### config.mk
export PLATFORM = sky130hd
export DESIGN_NAME = crtc_timing_from_descriptor_core
export DESIGN_NICKNAME = d
export VERILOG_FILES = /design/src/hw/rtl/ctfd_pkg.sv /design/src/hw/rtl/ctfd_front.sv /design/src/hw/rtl/ctfd_div_stage.sv /design/src/hw/rtl/crtc_timing_from_descriptor_core.sv
export SDC_FILE = /design/constraint.sdc
export NUM_CORES = 2
export LEC_CHECK = 0
export BUFFER_PORTS_ARGS = -buffer_cell sky130_fd_sc_hd__buf_2
export CORE_MARGIN = 2
export CORE_UTILIZATION = 63
export CTS_CLUSTER_SIZE = 8
export DETAILED_ROUTE_END_ITERATION = 10
export MAX_ROUTING_LAYER = met4
export PLACE_DENSITY_LB_ADDON = 0.3
export SETUP_SLACK_MARGIN = 0.3
export SLEW_MARGIN = 20
export SYNTH_ARGS = -nofsm -noshare
export SYNTH_HDL_FRONTEND = slang
export SYNTH_SLANG_ARGS = --single-unit
### constraint.sdc
create_clock -name clock -period 22.6 [get_ports clock]
set_input_delay 2.26 -clock clock [delete_from_list [all_inputs] [get_ports clock]]
set_output_delay 2.26 -clock clock [all_outputs]
set_load 0.01 [all_outputs]
### src/hw/rtl/ctfd_pkg.sv
// ----------------------------------------------------------------------------
// CRTC timing from descriptor: shared package
// Field widths, constants and the structs that travel down the pipeline.
// ----------------------------------------------------------------------------
package ctfd_pkg;

   // Input field widths
   localparam int CLK_W = 32;
   localparam int ACT_W = 12;
   localparam int HSO_W = 10;
   localparam int VSO_W = 6;

   // Derived widths
   localparam int POS_W = 13;                  // totals and sync positions
   localparam int TOT_W = 2 * POS_W;           // pixels per frame
   localparam int DVD_W = 39;                  // pixel clock times one hundred
   localparam int Q_W   = 16;                  // refresh quotient
   localparam int DSH_W = TOT_W + Q_W - 1;     // divisor aligned to the top quotient bit
   localparam int CMP_W = TOT_W + Q_W;         // overflow compare width

   // Divider organization
   localparam int BITS_PER_STAGE = 2;
   localparam int DIV_STAGES     = Q_W / BITS_PER_STAGE;

   // Scale factor for hundredths of a hertz
   localparam logic [DVD_W-1:0] CENTI = DVD_W'(100);

   // Result fields other than the refresh rate
   typedef struct packed {
      logic             valid_res;
      logic [POS_W-1:0] h_total;
      logic [POS_W-1:0] h_sync_begin;
      logic [POS_W-1:0] h_sync_finish;
      logic [POS_W-1:0] v_total;
      logic [POS_W-1:0] v_sync_begin;
      logic [POS_W-1:0] v_sync_finish;
      logic             hsync_neg;
      logic             vsync_neg;
      logic [CLK_W-1:0] pixel_clock;
   } ctfd_timing_type;

   // Divider state carried between stages
   typedef struct packed {
      ctfd_timing_type  timing;
      logic             rate_ok;
      logic [DVD_W-1:0] rem;
      logic [DSH_W-1:0] dsh;
      logic [Q_W-1:0]   quot;
   } ctfd_div_type;

endpackage

### src/hw/rtl/ctfd_front.sv
// ----------------------------------------------------------------------------
// CRTC timing front end
// Three pipeline stages: timing sums and checks, frame size product, and the
// refresh overflow test that seeds the divider.
// ----------------------------------------------------------------------------
module ctfd_front (
   input  logic                       clock,
   input  logic                       reset,
   input  logic                       in_valid,
   output logic                       in_ready,
   input  logic [ctfd_pkg::CLK_W-1:0] dot_clock,
   input  logic [ctfd_pkg::ACT_W-1:0] h_visible,
   input  logic [ctfd_pkg::ACT_W-1:0] h_blank,
   input  logic [ctfd_pkg::HSO_W-1:0] h_front_porch,
   input  logic [ctfd_pkg::HSO_W-1:0] h_sync_len,
   input  logic [ctfd_pkg::ACT_W-1:0] v_visible,
   input  logic [ctfd_pkg::ACT_W-1:0] v_blank,
   input  logic [ctfd_pkg::VSO_W-1:0] v_front_porch,
   input  logic [ctfd_pkg::VSO_W-1:0] v_sync_len,
   input  logic                       hsync_neg_in,
   input  logic                       vsync_neg_in,
   output logic                       out_valid,
   input  logic                       out_ready,
   output ctfd_pkg::ctfd_div_type     out_data
);
   import ctfd_pkg::*;

   logic             a_vld_ff, b_vld_ff, c_vld_ff;
   logic             a_rdy, b_rdy, c_rdy;
   ctfd_timing_type  a_tim_ff, a_tim_in;
   logic [DVD_W-1:0] a_dvd_ff, a_dvd_in;
   ctfd_timing_type  b_tim_ff;
   logic [DVD_W-1:0] b_dvd_ff;
   logic [TOT_W-1:0] b_tot_ff, b_tot_in;
   ctfd_div_type     c_dat_ff, c_dat_in;
   logic [POS_W-1:0] ht, hs, he, vt, vs, ve;
   logic             ok;

   // A stage takes a new transaction when it is empty or its content moves on.
   assign c_rdy    = !c_vld_ff || out_ready;
   assign b_rdy    = !b_vld_ff || c_rdy;
   assign a_rdy    = !a_vld_ff || b_rdy;
   assign in_ready = a_rdy;

   // Stage A: line and frame positions, descriptor checks, scaled clock.
   always_comb begin
      ht = POS_W'(h_visible) + POS_W'(h_blank);
      hs = POS_W'(h_visible) + POS_W'(h_front_porch);
      he = hs + POS_W'(h_sync_len);
      vt = POS_W'(v_visible) + POS_W'(v_blank);
      vs = POS_W'(v_visible) + POS_W'(v_front_porch);
      ve = vs + POS_W'(v_sync_len);
      ok = (dot_clock != '0) && (h_visible != '0) && (v_visible != '0) &&
           (h_blank != '0) && (v_blank != '0) && (he <= ht) && (ve <= vt);
      a_tim_in = '0;
      a_dvd_in = '0;
      if (ok) begin
         a_tim_in.valid_res     = 1'b1;
         a_tim_in.h_total       = ht;
         a_tim_in.h_sync_begin  = hs;
         a_tim_in.h_sync_finish = he;
         a_tim_in.v_total       = vt;
         a_tim_in.v_sync_begin  = vs;
         a_tim_in.v_sync_finish = ve;
         a_tim_in.hsync_neg     = hsync_neg_in;
         a_tim_in.vsync_neg     = vsync_neg_in;
         a_tim_in.pixel_clock   = dot_clock;
         a_dvd_in               = DVD_W'(dot_clock) * CENTI;
      end
   end

   // Stage B: pixels per frame. A refused descriptor carries zero totals.
   assign b_tot_in = TOT_W'(a_tim_ff.h_total) * TOT_W'(a_tim_ff.v_total);

   // Stage C: a quotient above the 16-bit range gives a zero rate.
   always_comb begin
      c_dat_in         = '0;
      c_dat_in.timing  = b_tim_ff;
      c_dat_in.rate_ok = b_tim_ff.valid_res &&
                         (CMP_W'(b_dvd_ff) < {b_tot_ff, {Q_W{1'b0}}});
      c_dat_in.rem     = b_dvd_ff;
      c_dat_in.dsh     = {b_tot_ff, {(Q_W-1){1'b0}}};
      c_dat_in.quot    = '0;
   end

   // Valid bits.
   always_ff @(posedge clock) begin
      if (reset) begin
         a_vld_ff <= 1'b0;
         b_vld_ff <= 1'b0;
         c_vld_ff <= 1'b0;
      end else begin
         if (a_rdy) a_vld_ff <= in_valid;
         if (b_rdy) b_vld_ff <= a_vld_ff;
         if (c_rdy) c_vld_ff <= b_vld_ff;
      end
   end

   // Payload registers load only with a moving transaction.
   always_ff @(posedge clock) begin
      if (a_rdy && in_valid) begin
         a_tim_ff <= a_tim_in;
         a_dvd_ff <= a_dvd_in;
      end
      if (b_rdy && a_vld_ff) begin
         b_tim_ff <= a_tim_ff;
         b_dvd_ff <= a_dvd_ff;
         b_tot_ff <= b_tot_in;
      end
      if (c_rdy && b_vld_ff) begin
         c_dat_ff <= c_dat_in;
      end
   end

   assign out_valid = c_vld_ff;
   assign out_data  = c_dat_ff;

endmodule

### src/hw/rtl/ctfd_div_stage.sv
// ----------------------------------------------------------------------------
// CRTC timing divider stage
// One registered step of the restoring divider, retiring two quotient bits.
// ----------------------------------------------------------------------------
module ctfd_div_stage (
   input  logic                   clock,
   input  logic                   reset,
   input  logic                   in_valid,
   output logic                   in_ready,
   input  ctfd_pkg::ctfd_div_type in_data,
   output logic                   out_valid,
   input  logic                   out_ready,
   output ctfd_pkg::ctfd_div_type out_data
);
   import ctfd_pkg::*;

   logic             vld_ff;
   ctfd_div_type     dat_ff, dat_in;
   logic [DVD_W-1:0] r;
   logic [DSH_W-1:0] d;
   logic [Q_W-1:0]   q;

   assign in_ready = !vld_ff || out_ready;

   // Compare and subtract the aligned divisor, then move it one bit down.
   always_comb begin
      r = in_data.rem;
      d = in_data.dsh;
      q = in_data.quot;
      for (int i = 0; i < BITS_PER_STAGE; i++) begin
         if (DSH_W'(r) >= d) begin
            r = DVD_W'(DSH_W'(r) - d);
            q = {q[Q_W-2:0], 1'b1};
         end else begin
            q = {q[Q_W-2:0], 1'b0};
         end
         d = d >> 1;
      end
      dat_in      = in_data;
      dat_in.rem  = r;
      dat_in.dsh  = d;
      dat_in.quot = q;
   end

   always_ff @(posedge clock) begin
      if (reset) begin
         vld_ff <= 1'b0;
      end else if (in_ready) begin
         vld_ff <= in_valid;
      end
   end

   always_ff @(posedge clock) begin
      if (in_ready && in_valid) begin
         dat_ff <= dat_in;
      end
   end

   assign out_valid = vld_ff;
   assign out_data  = dat_ff;

endmodule

### src/hw/rtl/crtc_timing_from_descriptor_core.sv
// ----------------------------------------------------------------------------
// CRTC timing from descriptor
// Turns a display timing descriptor into CRTC totals, sync positions and the
// refresh rate in hundredths of a hertz.
// ----------------------------------------------------------------------------
//   Channel   Direction   Handshake               Contents
//   req_      in          req_valid / req_ready   one timing descriptor
//   rsp_      out         rsp_valid / rsp_ready   one CRTC timing result
//
// An accepted transaction passes through three front stages
// (sums and checks, frame size product, overflow test) and eight divider
// stages that each retire two bits of the 16-bit refresh quotient.
// One transaction is accepted per cycle while the result side keeps up.
// Every stage holds its content while the stage after it is full and stalled;
// empty stages still fill, so bubbles are squeezed out.
// Reset clears the valid bits only; the payload registers are not reset.
// ----------------------------------------------------------------------------
module crtc_timing_from_descriptor_core (
   input  logic                       clock,
   input  logic                       reset,
   input  logic                       req_valid,
   output logic                       req_ready,
   input  logic [ctfd_pkg::CLK_W-1:0] req_dot_clock,
   input  logic [ctfd_pkg::ACT_W-1:0] req_h_visible,
   input  logic [ctfd_pkg::ACT_W-1:0] req_h_blank,
   input  logic [ctfd_pkg::HSO_W-1:0] req_h_front_porch,
   input  logic [ctfd_pkg::HSO_W-1:0] req_h_sync_len,
   input  logic [ctfd_pkg::ACT_W-1:0] req_v_visible,
   input  logic [ctfd_pkg::ACT_W-1:0] req_v_blank,
   input  logic [ctfd_pkg::VSO_W-1:0] req_v_front_porch,
   input  logic [ctfd_pkg::VSO_W-1:0] req_v_sync_len,
   input  logic                       req_hsync_neg_in,
   input  logic                       req_vsync_neg_in,
   output logic                       rsp_valid,
   input  logic                       rsp_ready,
   output logic                       rsp_valid_res,
   output logic [ctfd_pkg::POS_W-1:0] rsp_h_total,
   output logic [ctfd_pkg::POS_W-1:0] rsp_h_sync_begin,
   output logic [ctfd_pkg::POS_W-1:0] rsp_h_sync_finish,
   output logic [ctfd_pkg::POS_W-1:0] rsp_v_total,
   output logic [ctfd_pkg::POS_W-1:0] rsp_v_sync_begin,
   output logic [ctfd_pkg::POS_W-1:0] rsp_v_sync_finish,
   output logic                       rsp_hsync_neg_out,
   output logic                       rsp_vsync_neg_out,
   output logic [ctfd_pkg::CLK_W-1:0] rsp_pixel_clock_out,
   output logic [ctfd_pkg::Q_W-1:0]   rsp_refresh_centihz
);
   import ctfd_pkg::*;

   logic         vld [DIV_STAGES+1];
   logic         rdy [DIV_STAGES+1];
   ctfd_div_type dat [DIV_STAGES+1];
   ctfd_div_type last;

   // Front stages: checks, products and divider seed.
   ctfd_front u_front (
      .clock          (clock),
      .reset          (reset),
      .in_valid       (req_valid),
      .in_ready       (req_ready),
      .dot_clock      (req_dot_clock),
      .h_visible      (req_h_visible),
      .h_blank        (req_h_blank),
      .h_front_porch  (req_h_front_porch),
      .h_sync_len     (req_h_sync_len),
      .v_visible      (req_v_visible),
      .v_blank        (req_v_blank),
      .v_front_porch  (req_v_front_porch),
      .v_sync_len     (req_v_sync_len),
      .hsync_neg_in   (req_hsync_neg_in),
      .vsync_neg_in   (req_vsync_neg_in),
      .out_valid      (vld[0]),
      .out_ready      (rdy[0]),
      .out_data       (dat[0])
   );

   // Divider chain for the refresh quotient.
   for (genvar s = 0; s < DIV_STAGES; s++) begin : g_div
      ctfd_div_stage u_stage (
         .clock     (clock),
         .reset     (reset),
         .in_valid  (vld[s]),
         .in_ready  (rdy[s]),
         .in_data   (dat[s]),
         .out_valid (vld[s+1]),
         .out_ready (rdy[s+1]),
         .out_data  (dat[s+1])
      );
   end

   assign rdy[DIV_STAGES] = rsp_ready;
   assign last            = dat[DIV_STAGES];

   // Result fields from the last divider register.
   assign rsp_valid           = vld[DIV_STAGES];
   assign rsp_valid_res       = last.timing.valid_res;
   assign rsp_h_total         = last.timing.h_total;
   assign rsp_h_sync_begin    = last.timing.h_sync_begin;
   assign rsp_h_sync_finish   = last.timing.h_sync_finish;
   assign rsp_v_total         = last.timing.v_total;
   assign rsp_v_sync_begin    = last.timing.v_sync_begin;
   assign rsp_v_sync_finish   = last.timing.v_sync_finish;
   assign rsp_hsync_neg_out   = last.timing.hsync_neg;
   assign rsp_vsync_neg_out   = last.timing.vsync_neg;
   assign rsp_pixel_clock_out = last.timing.pixel_clock;
   assign rsp_refresh_centihz = last.rate_ok ? last.quot : '0;

endmodule

==> flow_summary.rst <==
.. list-table::
   :header-rows: 1

   * - Metric
     - Value
   * - Outcome
     - finished, final reports clean
   * - Fillcell total
     - 10.0k
   * - Final period demand of the worst path
     - ~8.6 ns
   * - Placeable core region
     - 154000 sq um
   * - Sequential element share of the synthesized area
     - 58.8%
   * - NumNets Final
     - 8932
   * - Maximum operating frequency
     - 116 MHz
   * - Leading cell type in the layout, fill and taps excluded
     - edfxtp_1
   * - Clock insertion delay at the later pin of the skew report
     - a little over 0.9 ns
   * - Worst Hold Depth
     - 0
   * - Number of ports placed on the die boundary
     - ~250
   * - Combined global-route utilization of all metal layers
     - 31.9%
   * - Total Routed Length
     - 241000 um
   * - Static Leakage
     - roughly 42 nW
   * - Worst path max stage delay
     - about 0.70 ns
   * - Half-perimeter wire length after detailed placement
     - roughly 160000 um
   * - Worst Hold Margin
     - 0.352 ns
   * - # clock sinks
     - about 1.9k
   * - Worst rel slew slack
     - 18.1%
   * - Die X
     - 397 um
   * - Number of cells on the worst reg-to-reg path
     - 26
   * - Startpoint Class
     - flip-flop
   * - DR vias/cell
     - 6.10
   * - Async set-or-reset flop fraction in the synthesized netlist
     - 0%
   * - Via count of the first global-routing pass
     - 62.8k
   * - Commonest cells after routing, fill and taps aside
     - edfxtp_1 (1902), ha_1 (703), inv_1 (676), a21oi_1 (526), nor2_1 (522)
   * - Total negative setup slack
     - 0 ns
   * - Final non-filler cell area
     - around 110000 sq um
   * - Worst Path Max Fanout
     - 39
   * - Slowest CP cell
     - o31ai_1
   * - Die area
     - 158000 sq um
   * - Mapped Area
     - 97400 sq um
   * - Transition at the pin with the smallest max-transition slack
     - 1.23 ns
   * - Startpoint-to-endpoint class of the critical path
     - reg2reg
   * - # H-tree levels
     - 5
   * - VDD IR max
     - 0.835 mV
   * - WP buf/inv
     - 4
   * - Overall power after layout
     - 12.6 mW
   * - Data arrival time at the worst-slack endpoint
     - 9.19 ns
   * - Endpoint kind of the worst setup timing path
     - flip-flop
   * - Mapped Nets
     - 8601
   * - Post-placement worst setup slack
     - 13.78 ns
   * - Cell Rows
     - about 140
   * - Leftover overflow at the end of global routing
     - 0
   * - Antenna violations before repair
     - 35
   * - Final cycle utilization of the critical path
     - 38.2%
   * - Count of cells resized by post-cts repair
     - 0
   * - DR vias
     - 61.4k
   * - Least setup slack across all paths after layout
     - around 14 ns
   * - Final weighted congestion in routability-driven placement
     - 0.938
   * - DP Area
     - about 100000 sq um
   * - Routed wire per std cell
     - around 24 um
   * - Clock slew seen by the registers of the worst setup and hold paths
     - roughly 0.050 ns
   * - Setup fix buffers added after clock tree synthesis
     - 0
   * - Starting Density
     - 63.3%
   * - Pin count of the biggest net entering global routing
     - 155
   * - Buffer depth of the longest clock path
     - 4
   * - Remaining design rule violation count
     - 0
   * - Hold bufs inserted after CTS
     - 0
   * - Initial DRC Count
     - about 6.4k
   * - Antenna-violating nets left
     - 0
   * - Die H
     - 397 um
   * - Power density over the cells
     - 116 nW/um^2
   * - Data required time of the critical path
     - ~23 ns
   * - Layout area overhead
     - 10.9%
   * - Final worst clock skew
     - 0.121 ns
   * - Top flip-flop cell by instance count after synthesis
     - edfxtp_1
   * - Count of warnings emitted by yosys
     - 0
   * - Average cell area after synthesis
     - 12.8 sq um
   * - Setup violations, final
     - 0
   * - Critical path's top delay family
     - compound AO/OA/AOI/OAI gates
   * - Wire length of the first global-routing pass
     - 372000 um
   * - Post-synth EDFFs
     - 1902
   * - Number of register bits inferred by synthesis
     - approximately 1.9k
   * - RSZ-0062 raised after global routing
     - no
   * - Type of the worst min-delay path
     - reg2reg
   * - CTS tree
     - built
   * - Share of layout cells above drive strength 1
     - approximately 10%
   * - Final Hold Vio Count
     - 0
   * - Port Buffer Count
     - 248
   * - Count of cell instances traversed by the critical path
     - 26
   * - Total CTS buffers
     - 290
   * - Final count of pins violating max slew
     - 0
   * - Clk Tree Root Cell
     - clkbuf_16
   * - Post-synthesis cell type count
     - 98
   * - Drt first pass iters
     - 6
   * - Number of violations of the max-capacitance limit
     - 0
   * - Post-synthesis instance total
     - 7611
==> routing by layer <==
layer  wire length (um)  share of wire, %  GRT usage [%]  up-vias
met5                  0                 0              -        -
met4               9290               3.8           11.5        0
met3              19500               8.1           5.43      666
met2             117000                48           51.6     2847
met1              95600                40           40.8    29700
li1                   -                 -              -    28100
==> path summary, 6_finish.rpt <==
path                                       start                             end  slack, ns
hold / removal    g_div[0].u_stage.out_data[180]  g_div[1].u_stage.out_data[180]       0.35
setup reg to reg   g_div[5].u_stage.out_data[98]   g_div[6].u_stage.out_data[93]      13.98
setup / recovery   g_div[5].u_stage.out_data[98]   g_div[6].u_stage.out_data[93]      13.98
hold reg to reg   g_div[0].u_stage.out_data[180]  g_div[1].u_stage.out_data[180]       0.35
==> power breakdown <==
group	internal [mW]	switching, mW
sequential	4.35	0.159
combinational	1.84	2.40
clock	2.33	1.49
total	8.52	4.05
==> logic make-up (layout without fill, tap and decap cells) <==
family	after synthesis	count (layout)	share of synthesized area, %
flip-flops	1913	1913	58.8
AND/OR/NAND/NOR	1800	1800	8.97
AO/OA/AOI/OAI	1448	1448	9.38
buffers and inverters	936	1320	4.11
adder cells (fa/ha/maj)	872	872	12.5
XOR/XNOR	476	476	4.29
multiplexers	166	166	1.90
other	0	17	0
==> synthesized netlist by cell type, types with 93 or more instances <==
master	count	area share, %
fa_1	169	3.5
nand4_1	93	0.60
a21o_1	221	1.7
mux2_2	147	1.7
buf_4	116	0.89
inv_1	676	2.6
nand2_1	465	1.8
xnor2_1	316	2.8
and2_1	157	1.0
o21ai_0	247	1.3
edfxtp_1	1902	59
nand3_1	97	0.50
nor3_1	97	0.50
ha_1	703	9.0
clkbuf_1	109	0.42
nor2_1	523	2.0
xor2_1	159	1.4
a21oi_1	526	2.7
==> stage by stage <==
step                std cells  util, %
detailed placement       9694     65.2
finish                  10100     70.2
CTS                     10000     70.2
global route            10100     70.2
global placement         9694     65.2
floorplan                7611        -
==> registers in the layout, indices dropped and copies added (netlist names) <==
signal and cells:
u_front.b_dvd_ff 34, u_front.out_data 174, u_front.a_dvd_ff 37, u_front.a_vld_ff 1
g_div.u_stage.out_data 1408, u_front.b_vld_ff 1, g_div.u_stage.out_valid 8, u_front.b_tot_ff 26
u_front.a_tim_ff 110, u_front.b_tim_ff 113, u_front.out_valid 1
==> layout make-up <==
cell class / count / area, sq um / area share, %
antenna: 17 / 42.5 / 0.0394
clock buffer: 337 / 7600 / 7.04
clock inverter: 8 / 88.8 / 0.0822
inverter: 680 / 2550 / 2.36
multi-input combinational: 4762 / 36300 / 33.5
sequential: 1913 / 57300 / 53.1
tap: 2044 / 2560 / 2.37
timing repair buffer: 295 / 1640 / 1.52
Note: power is estimated with default switching activity, not from simulation.
